$ cat config.mk
export PLATFORM = sky130hd
export DESIGN_NAME = audio_frame_header_deframer_flat
export DESIGN_NICKNAME = d
export VERILOG_FILES = /design/src/sv/afhd_pkg.sv /design/src/sv/afhd_intf.sv /design/src/sv/afhd_parser.sv /design/src/sv/afhd_result_fifo.sv /design/src/sv/audio_frame_header_deframer.sv /design/src/flat_wrapper.sv
export VERILOG_INCLUDE_DIRS = /design/src /design/src/sv
export SDC_FILE = /design/constraint.sdc
export NUM_CORES = 1
export LEC_CHECK = 0
export BUFFER_PORTS_ARGS = -buffer_cell sky130_fd_sc_hd__clkbuf_2
export CAP_MARGIN = 20
export CORE_MARGIN = 1.5
export CORE_UTILIZATION = 47
export DETAILED_ROUTE_END_ITERATION = 16
export PLACE_DENSITY = 0.68
export SYNTH_ARGS = -nofsm -noshare
export SYNTH_HDL_FRONTEND = slang
export SYNTH_SLANG_ARGS = --single-unit
$ cat constraint.sdc
create_clock -name clk_i -period 6.5 [get_ports clk_i]
set_input_delay 0.325 -clock clk_i [delete_from_list [all_inputs] [get_ports clk_i]]
set_output_delay 0.325 -clock clk_i [all_outputs]
set_load 0.01 [all_outputs]
$ cat src/sv/assert_macros.svh
// Assertion macros shared by the deframer modules.
`ifndef ASSERT_MACROS_SVH
`define ASSERT_MACROS_SVH

// Same-cycle implication, checked on the rising clock edge outside reset.
`define ASSERT_IMPL(lbl, ante, cons, msg) \
  lbl: assert property (@(posedge clk_i) disable iff (!rst_ni) (ante) |-> (cons)) \
    else $error(msg);

// Next-cycle implication, checked on the rising clock edge outside reset.
`define ASSERT_NEXT(lbl, ante, cons, msg) \
  lbl: assert property (@(posedge clk_i) disable iff (!rst_ni) (ante) |=> (cons)) \
    else $error(msg);

`endif

$ cat src/sv/afhd_pkg.sv
// Types and constants of the audio frame header deframer.
package afhd_pkg;

  // Frame format versions.
  localparam logic [7:0] VER_RAW   = 8'd1;
  localparam logic [7:0] VER_HDR16 = 8'd2;
  localparam logic [7:0] VER_HDR4  = 8'd3;
  localparam logic [7:0] VER_RESET = VER_RAW;

  // Header layout.
  localparam int HDR2_BYTES     = 16;
  localparam int HDR3_BYTES     = 4;
  localparam int MAGIC_BYTES    = 2;
  localparam int TYPE2_POS      = 3;
  localparam int TIME_FIRST     = 8;
  localparam int LEN2_FIRST     = 12;
  localparam int TYPE3_POS      = 0;
  localparam int LEN3_FIRST     = 2;
  localparam logic [15:0] MAGIC2 = 16'h0002;

  // Result kinds.
  localparam logic KIND_PAYLOAD = 1'b0;
  localparam logic KIND_STATUS  = 1'b1;

  // Frame status codes.
  localparam logic [2:0] ST_OK          = 3'd0;
  localparam logic [2:0] ST_TOO_SHORT   = 3'd1;
  localparam logic [2:0] ST_BAD_HEADER  = 3'd2;
  localparam logic [2:0] ST_LEN_MISMATCH = 3'd3;
  localparam logic [2:0] ST_UNSUPPORTED = 3'd4;

  // Result queue geometry.
  localparam int FIFO_DEPTH = 4;
  localparam int PTR_BITS   = 2;
  localparam int CNT_BITS   = 3;

  typedef struct packed {
    logic       has_byte;
    logic [7:0] data_byte;
    logic       end_of_frame;
  } in_req_t;

  typedef struct packed {
    logic        result_kind;
    logic [7:0]  payload_byte;
    logic [2:0]  frame_status;
    logic [7:0]  packet_type;
    logic [31:0] timestamp;
    logic [31:0] payload_length;
  } result_t;

  // Up to two results produced by one accepted request, in order.
  typedef struct packed {
    logic [1:0] n;
    result_t    r0;
    result_t    r1;
  } push_t;

endpackage

$ cat src/sv/afhd_intf.sv
// Handshake channel interfaces of the deframer: input bytes, results, configuration.
interface afhd_in_if;
  logic       valid;
  logic       ready;
  logic       has_byte;
  logic [7:0] data_byte;
  logic       end_of_frame;

  modport source (output valid, has_byte, data_byte, end_of_frame, input ready);
  modport sink (input valid, has_byte, data_byte, end_of_frame, output ready);
endinterface

interface afhd_out_if;
  logic        valid;
  logic        ready;
  logic        result_kind;
  logic [7:0]  payload_byte;
  logic [2:0]  frame_status;
  logic [7:0]  packet_type;
  logic [31:0] timestamp;
  logic [31:0] payload_length;

  modport source (output valid, result_kind, payload_byte, frame_status, packet_type,
                  timestamp, payload_length, input ready);
  modport sink (input valid, result_kind, payload_byte, frame_status, packet_type,
                timestamp, payload_length, output ready);
endinterface

interface afhd_cfg_if;
  logic       valid;
  logic       ready;
  logic [7:0] format_version;

  modport source (output valid, format_version, input ready);
  modport sink (input valid, format_version, output ready);
endinterface

$ cat src/sv/afhd_parser.sv
// Frame state, header capture and result generation for one accepted request per cycle.
`include "assert_macros.svh"

module afhd_parser import afhd_pkg::*; #(
  parameter int COUNT_BITS = 32
) (
  input  logic       clk_i,
  input  logic       rst_ni,
  input  logic       req_accept_i,
  input  in_req_t    req_i,
  input  logic       cfg_we_i,
  input  logic [7:0] cfg_version_i,
  output push_t      push_o
);

  localparam logic [COUNT_BITS-1:0] CountMax = '1;

  logic [7:0]            version_q, version_d;
  logic [COUNT_BITS-1:0] byte_count_q, byte_count_d;
  logic [15:0]           magic_q, magic_d;
  logic [7:0]            type_q, type_d;
  logic [31:0]           time_q, time_d;
  logic [31:0]           decl_len_q, decl_len_d;

  logic [COUNT_BITS-1:0] pos;
  logic [COUNT_BITS-1:0] count_nx;
  logic [15:0]           magic_nx;
  logic [7:0]            type_nx;
  logic [31:0]           time_nx;
  logic [31:0]           decl_nx;
  logic                  is_payload;
  logic [63:0]           cnt_ext;
  logic                  sat;
  result_t               pay_res;
  result_t               stat_res;

  // Place the byte by the version in force now.
  always_comb begin
    pos        = byte_count_q;
    count_nx   = byte_count_q;
    magic_nx   = magic_q;
    type_nx    = type_q;
    time_nx    = time_q;
    decl_nx    = decl_len_q;
    is_payload = 1'b0;
    if (req_i.has_byte) begin
      if (pos != CountMax) begin
        count_nx = pos + COUNT_BITS'(1);
      end
      case (version_q)
        VER_RAW: begin
          is_payload = 1'b1;
        end
        VER_HDR16: begin
          if (pos >= COUNT_BITS'(HDR2_BYTES)) begin
            is_payload = 1'b1;
          end else if (pos < COUNT_BITS'(MAGIC_BYTES)) begin
            magic_nx = {magic_q[7:0], req_i.data_byte};
          end else if (pos == COUNT_BITS'(TYPE2_POS)) begin
            type_nx = req_i.data_byte;
          end else if (pos >= COUNT_BITS'(TIME_FIRST) && pos < COUNT_BITS'(LEN2_FIRST)) begin
            time_nx = {time_q[23:0], req_i.data_byte};
          end else if (pos >= COUNT_BITS'(LEN2_FIRST)) begin
            decl_nx = {decl_len_q[23:0], req_i.data_byte};
          end
        end
        VER_HDR4: begin
          if (pos >= COUNT_BITS'(HDR3_BYTES)) begin
            is_payload = 1'b1;
          end else if (pos == COUNT_BITS'(TYPE3_POS)) begin
            type_nx = req_i.data_byte;
          end else if (pos >= COUNT_BITS'(LEN3_FIRST)) begin
            decl_nx = {16'h0000, decl_len_q[7:0], req_i.data_byte};
          end
        end
        default: begin
          is_payload = 1'b0;
        end
      endcase
    end
  end

  // Status of the frame as it stands after this request's byte.
  always_comb begin
    cnt_ext  = 64'(count_nx);
    sat      = (count_nx == CountMax);
    stat_res = '0;
    stat_res.result_kind = KIND_STATUS;
    case (version_q)
      VER_RAW: begin
        if (count_nx == '0) begin
          stat_res.frame_status = ST_TOO_SHORT;
        end else if (sat || (65'(count_nx) > 65'h0_FFFF_FFFF)) begin
          stat_res.frame_status = ST_LEN_MISMATCH;
        end else begin
          stat_res.payload_length = cnt_ext[31:0];
        end
      end
      VER_HDR16: begin
        if (count_nx < COUNT_BITS'(HDR2_BYTES)) begin
          stat_res.frame_status = ST_TOO_SHORT;
        end else if (magic_nx != MAGIC2) begin
          stat_res.frame_status = ST_BAD_HEADER;
        end else if (sat || ({32'h0, decl_nx} != cnt_ext - 64'(HDR2_BYTES))) begin
          stat_res.frame_status = ST_LEN_MISMATCH;
        end else begin
          stat_res.packet_type    = type_nx;
          stat_res.timestamp      = time_nx;
          stat_res.payload_length = decl_nx;
        end
      end
      VER_HDR4: begin
        if (count_nx < COUNT_BITS'(HDR3_BYTES)) begin
          stat_res.frame_status = ST_TOO_SHORT;
        end else if (sat || ({32'h0, decl_nx} != cnt_ext - 64'(HDR3_BYTES))) begin
          stat_res.frame_status = ST_LEN_MISMATCH;
        end else begin
          stat_res.packet_type    = type_nx;
          stat_res.payload_length = decl_nx;
        end
      end
      default: begin
        stat_res.frame_status = ST_UNSUPPORTED;
      end
    endcase
  end

  // Pack the results in order: payload byte first, status last.
  always_comb begin
    pay_res              = '0;
    pay_res.result_kind  = KIND_PAYLOAD;
    pay_res.payload_byte = req_i.data_byte;
    push_o = '0;
    if (req_accept_i) begin
      if (req_i.has_byte && is_payload) begin
        push_o.r0 = pay_res;
        if (req_i.end_of_frame) begin
          push_o.r1 = stat_res;
          push_o.n  = 2'd2;
        end else begin
          push_o.n = 2'd1;
        end
      end else if (req_i.end_of_frame) begin
        push_o.r0 = stat_res;
        push_o.n  = 2'd1;
      end
    end
  end

  always_comb begin
    version_d    = cfg_we_i ? cfg_version_i : version_q;
    byte_count_d = byte_count_q;
    magic_d      = magic_q;
    type_d       = type_q;
    time_d       = time_q;
    decl_len_d   = decl_len_q;
    if (req_accept_i) begin
      if (req_i.end_of_frame) begin
        byte_count_d = '0;
        magic_d      = '0;
        type_d       = '0;
        time_d       = '0;
        decl_len_d   = '0;
      end else begin
        byte_count_d = count_nx;
        magic_d      = magic_nx;
        type_d       = type_nx;
        time_d       = time_nx;
        decl_len_d   = decl_nx;
      end
    end
  end

  always_ff @(posedge clk_i or negedge rst_ni) begin
    if (!rst_ni) begin
      version_q    <= VER_RESET;
      byte_count_q <= '0;
      magic_q      <= '0;
      type_q       <= '0;
      time_q       <= '0;
      decl_len_q   <= '0;
    end else begin
      version_q    <= version_d;
      byte_count_q <= byte_count_d;
      magic_q      <= magic_d;
      type_q       <= type_d;
      time_q       <= time_d;
      decl_len_q   <= decl_len_d;
    end
  end

  `ASSERT_IMPL(a_status_last, push_o.n == 2'd2,
               push_o.r0.result_kind == KIND_PAYLOAD && push_o.r1.result_kind == KIND_STATUS,
               "two results must be a payload byte followed by a status")
  `ASSERT_NEXT(a_eof_clears, req_accept_i && req_i.end_of_frame,
               byte_count_q == '0 && decl_len_q == '0,
               "frame state not cleared after end of frame")
  `ASSERT_NEXT(a_idle_holds, !req_accept_i, $stable(byte_count_q),
               "byte count moved without an accepted request")

endmodule

$ cat src/sv/afhd_result_fifo.sv
// Four-entry result queue with two write slots and one read slot per cycle.
`include "assert_macros.svh"

module afhd_result_fifo import afhd_pkg::*; (
  input  logic    clk_i,
  input  logic    rst_ni,
  input  push_t   push_i,
  input  logic    pop_i,
  output logic    room_o,
  output logic    valid_o,
  output result_t head_o
);

  result_t             mem_q [FIFO_DEPTH];
  logic [PTR_BITS-1:0] wr_ptr_q, wr_ptr_d;
  logic [PTR_BITS-1:0] rd_ptr_q, rd_ptr_d;
  logic [CNT_BITS-1:0] count_q, count_d;
  logic [PTR_BITS-1:0] wr_ptr_nx;

  assign valid_o   = (count_q != '0);
  assign head_o    = mem_q[rd_ptr_q];
  // Room for the two results a single request can produce.
  assign room_o    = (count_q <= CNT_BITS'(FIFO_DEPTH - 2));
  assign wr_ptr_nx = wr_ptr_q + PTR_BITS'(1);

  always_comb begin
    wr_ptr_d = wr_ptr_q + PTR_BITS'(push_i.n);
    rd_ptr_d = rd_ptr_q + PTR_BITS'(pop_i);
    count_d  = count_q + CNT_BITS'(push_i.n) - CNT_BITS'(pop_i);
  end

  always_ff @(posedge clk_i) begin
    if (push_i.n != 2'd0) begin
      mem_q[wr_ptr_q] <= push_i.r0;
    end
    if (push_i.n == 2'd2) begin
      mem_q[wr_ptr_nx] <= push_i.r1;
    end
  end

  always_ff @(posedge clk_i or negedge rst_ni) begin
    if (!rst_ni) begin
      wr_ptr_q <= '0;
      rd_ptr_q <= '0;
      count_q  <= '0;
    end else begin
      wr_ptr_q <= wr_ptr_d;
      rd_ptr_q <= rd_ptr_d;
      count_q  <= count_d;
    end
  end

  `ASSERT_IMPL(a_push_room, push_i.n != 2'd0, count_q <= CNT_BITS'(FIFO_DEPTH - 2),
               "results pushed without room for two")
  `ASSERT_IMPL(a_pop_valid, pop_i, count_q != '0, "result popped from an empty queue")
  `ASSERT_NEXT(a_fill_track, push_i.n != 2'd0 && !pop_i,
               count_q == $past(count_q) + CNT_BITS'($past(push_i.n)),
               "queue count does not follow the pushed results")

endmodule

$ cat src/sv/audio_frame_header_deframer.sv
// Top level of the audio frame header deframer: parser and result queue.
//
//  Channel   Modport  Moves per request               Notes
//  in_ch_i   sink     has_byte, data_byte, eof mark   one frame byte or empty end marker
//  out_ch_o  source   one result (payload or status)  status always closes a frame
//  cfg_i     sink     format_version                  always ready, write only when idle
//
// One input request is accepted every cycle while the queue has room; its results enter the
// result queue at the next clock edge. A request that forwards a payload byte and also ends
// the frame yields two results, so it occupies two entries in the four-entry result queue.
// The input stalls while fewer than two queue entries are free, so a stalled output
// holds the input off once three results are waiting; requests that yield no result,
// such as header bytes, are accepted without limit until then.
// Reset restores format version 1 and an empty frame at once, with no clearing pass.

module audio_frame_header_deframer import afhd_pkg::*; #(
  parameter int COUNT_BITS = 32
) (
  input  logic        clk_i,
  input  logic        rst_ni,
  afhd_in_if.sink     in_ch_i,
  afhd_out_if.source  out_ch_o,
  afhd_cfg_if.sink    cfg_i
);

  logic    room;
  logic    req_accept;
  logic    cfg_we;
  logic    pop;
  in_req_t req;
  push_t   push;
  result_t head;

  // Config port never stalls; the user writes only while the block is idle (unenforced).
  assign cfg_i.ready = 1'b1;
  assign cfg_we      = cfg_i.valid && cfg_i.ready;

  assign in_ch_i.ready    = room;
  assign req_accept       = in_ch_i.valid && in_ch_i.ready;
  assign req.has_byte     = in_ch_i.has_byte;
  assign req.data_byte    = in_ch_i.data_byte;
  assign req.end_of_frame = in_ch_i.end_of_frame;

  // Header capture, byte counting and status evaluation happen in the cycle of
  // acceptance; the results are written straight into the queue registers.
  afhd_parser #(
    .COUNT_BITS(COUNT_BITS)
  ) u_parser (
    .clk_i        (clk_i),
    .rst_ni       (rst_ni),
    .req_accept_i (req_accept),
    .req_i        (req),
    .cfg_we_i     (cfg_we),
    .cfg_version_i(cfg_i.format_version),
    .push_o       (push)
  );

  afhd_result_fifo u_fifo (
    .clk_i  (clk_i),
    .rst_ni (rst_ni),
    .push_i (push),
    .pop_i  (pop),
    .room_o (room),
    .valid_o(out_ch_o.valid),
    .head_o (head)
  );

  // The queue head drives the output channel directly.
  assign pop                     = out_ch_o.valid && out_ch_o.ready;
  assign out_ch_o.result_kind    = head.result_kind;
  assign out_ch_o.payload_byte   = head.payload_byte;
  assign out_ch_o.frame_status   = head.frame_status;
  assign out_ch_o.packet_type    = head.packet_type;
  assign out_ch_o.timestamp      = head.timestamp;
  assign out_ch_o.payload_length = head.payload_length;

endmodule
$ cat src/flat_wrapper.sv
// flat-port wrapper written by rule: the top's interface ports become plain ports
module audio_frame_header_deframer_flat import afhd_pkg::*;
#(
  parameter int COUNT_BITS = 32
)
  (clk_i, rst_ni, in_ch_i_valid, in_ch_i_has_byte, in_ch_i_data_byte, in_ch_i_end_of_frame, in_ch_i_ready, out_ch_o_valid, out_ch_o_result_kind, out_ch_o_payload_byte, out_ch_o_frame_status, out_ch_o_packet_type, out_ch_o_timestamp, out_ch_o_payload_length, out_ch_o_ready, cfg_i_valid, cfg_i_format_version, cfg_i_ready);
  afhd_in_if in_ch_i_i ();
  afhd_out_if out_ch_o_i ();
  afhd_cfg_if cfg_i_i ();
  input  logic clk_i;
  input  logic rst_ni;
  input wire logic [$bits(in_ch_i_i.valid)-1:0] in_ch_i_valid;
  input wire logic [$bits(in_ch_i_i.has_byte)-1:0] in_ch_i_has_byte;
  input wire logic [$bits(in_ch_i_i.data_byte)-1:0] in_ch_i_data_byte;
  input wire logic [$bits(in_ch_i_i.end_of_frame)-1:0] in_ch_i_end_of_frame;
  output wire logic [$bits(in_ch_i_i.ready)-1:0] in_ch_i_ready;
  output wire logic [$bits(out_ch_o_i.valid)-1:0] out_ch_o_valid;
  output wire logic [$bits(out_ch_o_i.result_kind)-1:0] out_ch_o_result_kind;
  output wire logic [$bits(out_ch_o_i.payload_byte)-1:0] out_ch_o_payload_byte;
  output wire logic [$bits(out_ch_o_i.frame_status)-1:0] out_ch_o_frame_status;
  output wire logic [$bits(out_ch_o_i.packet_type)-1:0] out_ch_o_packet_type;
  output wire logic [$bits(out_ch_o_i.timestamp)-1:0] out_ch_o_timestamp;
  output wire logic [$bits(out_ch_o_i.payload_length)-1:0] out_ch_o_payload_length;
  input wire logic [$bits(out_ch_o_i.ready)-1:0] out_ch_o_ready;
  input wire logic [$bits(cfg_i_i.valid)-1:0] cfg_i_valid;
  input wire logic [$bits(cfg_i_i.format_version)-1:0] cfg_i_format_version;
  output wire logic [$bits(cfg_i_i.ready)-1:0] cfg_i_ready;
  assign in_ch_i_i.valid = in_ch_i_valid;
  assign in_ch_i_i.has_byte = in_ch_i_has_byte;
  assign in_ch_i_i.data_byte = in_ch_i_data_byte;
  assign in_ch_i_i.end_of_frame = in_ch_i_end_of_frame;
  assign in_ch_i_ready = in_ch_i_i.ready;
  assign out_ch_o_valid = out_ch_o_i.valid;
  assign out_ch_o_result_kind = out_ch_o_i.result_kind;
  assign out_ch_o_payload_byte = out_ch_o_i.payload_byte;
  assign out_ch_o_frame_status = out_ch_o_i.frame_status;
  assign out_ch_o_packet_type = out_ch_o_i.packet_type;
  assign out_ch_o_timestamp = out_ch_o_i.timestamp;
  assign out_ch_o_payload_length = out_ch_o_i.payload_length;
  assign out_ch_o_i.ready = out_ch_o_ready;
  assign cfg_i_i.valid = cfg_i_valid;
  assign cfg_i_i.format_version = cfg_i_format_version;
  assign cfg_i_ready = cfg_i_i.ready;
  audio_frame_header_deframer #(.COUNT_BITS(COUNT_BITS)) u_core (.clk_i(clk_i), .rst_ni(rst_ni), .in_ch_i(in_ch_i_i), .out_ch_o(out_ch_o_i), .cfg_i(cfg_i_i));
endmodule
==> summary.md <==
| Metric | Value |
|---|---|
| Run status | complete, no violations |
| Routed Antenna Nets | 0 |
| Synthesis-to-layout area growth | 14.4% |
| Fin. Hold Viols | 0 |
| Via density | about 6.4 |
| Synth top area share | about 37% |
| Global-route wire length before repair | roughly 110000 microns |
| Chip Width | around 230 microns |
| WHS Path Cells | 2 |
| Worst-margin pin slew | 1.13 ns |
| Synthesis-stage register bit count | roughly 470 |
| Seq/Total Area, Yosys | between 50% and 60% |
| Critical R2R Launch | u_core.u_parser.byte_count_q[16] |
| Overall routed net length | roughly 75000 microns |
| MaxCap Viol Count | 0 |
| Ant diodes | 0 |
| Setup crit end kind | register |
| Final net count | around 2300 |
| Reg2reg setup slack | between 0.4 and 0.5 ns |
| RSZ-0062 raised after global routing | no |
| Number of flops mapped to enable cells by yosys | 304 |
| Worst r2r path cells | 15 |
| Cell Rows | 83 |
| PortBufs | roughly 110 |
| Share of cells above drive strength 1 | around a fifth |
| Clock Skew | between 0.015 and 0.02 ns |
| Peak VDD IR | ~0.25 mV |
| Worst slew margin | roughly a quarter |
| Initial DRC count | ~2000 |
| Worst-path clk slew | approximately 0.060 ns |
| Count leader, synth | edfxtp_1 |
| Worst path required time | approximately 6.9 ns |
| Pin count of the biggest net entering global routing | a little over 80 |
| CTS buffer count | 50 |
| Drt first pass iters | 6 |
| Setup Crit Path Kind | reg2reg |
| Initial Utilization | a little under half |
| Via Count | roughly 19000 |
| Net Count, Synth | about 2200 |
| GRT Total Usage | between 20% and 30% |
| Crit-path slowest cell | or4b_2 |
| CTS Root Buffer Type | clkbuf_16 |
| Layout fillers | between 4000 and 5000 |
| Max-slew violations | 0 |
| H-Tree Level Count | 2 |
| CTS tree | done |
| Die height | between 200 and 250 microns |
| Pre-CTS setup slack | between 0.5 and 0.6 ns |
| Post-DP Area | between 0.02 and 0.03 sq mm |
| Areal power density over the cells | between 300 and 400 mW/mm^2 |
| Final Cycle Share | 93.2% |
| Initial antenna violation count | 0 |
| Period minus WS final | ~6.1 ns |
| Worst Setup Slack, final | about 0.44 ns |
| Mapped Area | approximately 0.024 sq mm |
| DR DRC count | 0 |
| Full die area | 0.0534 sq mm |
| WP data arrival | about 6.4 ns |
| CP max stage delay | 1.09 ns |
| Largest area contributor in the netlist | edfxtp_1 |
| FMAX | 0.165 GHz |
| Commonest cells in the netlist | 304 x edfxtp_1, 202 x nor2_1, 164 x nand2_1 |
| Hold Path Class | in2reg |
| Most used DFF post-synth | edfxtp_1 |
| Crit path cell chain | nor4_1 -> nand3_1 -> or4b_2 -> mux2i_1 -> xnor2_1 -> a21oi_1 -> nor4_1 -> nand3_1 -> or4_1 -> or4b_1 -> nor4_1 -> buf_4 -> nor2_4 -> buf_12 -> o32ai_1 |
| Worst skew pair latency | approximately 0.60 ns |
| WL/cell | approximately 25 microns |
| Worst path bufs/invs | 2 |
| Core Area | ~0.051 sq mm |
| Design Area, Final | approximately 0.028 sq mm |
| IO Count | 110 |
| Leakage | slightly above 10 nW |
| CTS Sinks | 471 |
| Netlist cell types | between 80 and 90 |
| CP top delay family | simple AND/OR/NAND/NOR gates |
| Crit-path max FO | between 40 and 50 |
| Hold EP | u_core.u_parser.magic_q[4] |
| Cells after synthesis | ~2100 |
| Critical path's most frequent cell | nor4_1 |
| Synthesis Warnings | 0 |
| Synth Area per Inst | about 11 sq um |
| GR Overflow Total | 0 |
| Startpoint types | register |
| Final setup TNS | 0 ns |
| Hold Crit Start | in_ch_i_end_of_frame |
| Ys async rst share | between 20 and 30% |
| Clk buf depth | 3 |
| Vias in the first global route | about 19000 |
| Final setup fails | 0 |
| DP HPWL | slightly below 50000 microns |
| Gpl congestion | ~0.92 |
| Synth top area cells | edfxtp_1 37%, dfrtp_1 14%, mux4_2 7.7% |
| Worst r2r dst | u_core.u_fifo.mem_q[0][6] |
==> logic make-up (layout without fill, tap and decap cells) <==
logic type | Yosys count | count (layout) | synth area share [%]
simple gates | 712 | 712 | 14.8
buf+inv | 215 | 351 | 3.48
xor+xnor | 88 | 88 | 3.22
other cells | 1 | 1 | 0.0154
mux | 123 | 123 | 9.39
compound gates | 509 | 509 | 14.5
fa+ha+maj | 15 | 15 | 0.789
flops | 471 | 471 | 53.8
==> cell usage in the layout, fill, tap and decap left out, types with 11 or more instances in the layout <==
master,count
edfxtp_1,304
nor2_1,201
nand2_1,162
dfrtp_1,132
o21ai_0,127
clkbuf_2,107
o32ai_1,104
buf_4,101
a21oi_1,94
mux4_2,84
xnor2_1,58
nand3_1,55
nor3_1,53
clkbuf_16,51
a22oi_1,42
nor2b_1,32
a22o_1,32
dfxtp_1,32
mux2i_1,30
nand4_1,29
nor4_1,28
xor2_1,28
inv_1,26
and3b_1,24
o22ai_1,23
and2_1,21
and3_1,19
or3_1,18
or4_1,14
ha_1,13
clkinv_2,11
clkbuf_1,11
==> final cells by class <==
class | count | area, sq um | area share (%)
multi-input cells | 1448 | 10500 | 37.6
well taps | 680 | 851 | 3.04
repair buffers | 227 | 1560 | 5.59
clock inverters | 29 | 409 | 1.46
flip-flops and latches | 471 | 13200 | 47.1
inverters | 31 | 121 | 0.434
clock buffers | 64 | 1350 | 4.81
==> timing repair <==
item / 4_1_cts / 5_1_grt
endpoints found under the hold margin: 88 / 0
setup endpoints to repair: 0 / 0
buffers inserted: 0 / 0
resized for setup: 0 / 0
hold buffers: 9 / 0
==> worst max-delay path by stage <==
stage,startpoint,end,slack (ns),cells past startpoint
floorplan,u_core.u_parser.byte_count_q[8],u_core.u_fifo.mem_q[2][27],1.16,17
CTS,u_core.u_parser.byte_count_q[16],u_core.u_fifo.mem_q[0][6],0.55,15
finish,u_core.u_parser.byte_count_q[16],u_core.u_fifo.mem_q[0][6],0.44,15
global route,u_core.u_parser.byte_count_q[16],u_core.u_fifo.mem_q[1][25],0.17,15
global placement,u_core.u_parser.byte_count_q[26],u_core.u_fifo.mem_q[2][1],0.62,13
detailed placement,u_core.u_parser.byte_count_q[16],u_core.u_fifo.mem_q[2][0],0.57,14
==> flip-flops by register name (all words and copies together) (netlist names) <==
| register | cells |
|---|---|
| u_core.u_parser.magic_q | 16 |
| u_core.u_parser.version_q | 8 |
| u_core.u_parser.decl_len_q | 32 |
| u_core.u_fifo.mem_q | 336 |
| u_core.u_parser.byte_count_q | 32 |
| u_core.u_fifo.wr_ptr_q | 2 |
| u_core.u_fifo.count_q | 3 |
| u_core.u_fifo.rd_ptr_q | 2 |
| u_core.u_parser.type_q | 8 |
| u_core.u_parser.time_q | 32 |
==> per-stage QoR <==
step                      hold WS (ns)  cells  power, W  util, %
after floorplan                 0.0294   2134   0.00529        -
after detailed placement         0.455   2847   0.00623     50.9
final                           0.0814   2950   0.00925     54.5
after global routing             0.103   2950   0.00960     54.5
after global placement           0.439   2846   0.00619     50.8
after CTS                       0.0608   2949   0.00928     54.5
==> power breakdown <==
| part | leakage [nW] | switching (W) | internal [W] |
|---|---|---|---|
| Sequential | 5.12 | 0.000236 | 0.00336 |
| Clock | 0.848 | 0.00124 | 0.00183 |
| Combinational | 4.14 | 0.00152 | 0.00106 |
| Total | 10.1 | 0.00299 | 0.00625 |
==> metal layers <==
layer	vias up	global-route usage (%)	share of wire, %
met5	-	0	0
met1	9608	37.4	41
met2	847	47.4	49
met3	144	4.04	7.3
li1	8392	-	-
met4	0	8.72	3.0
No activity file was read; power rests on OpenSTA's default activity.
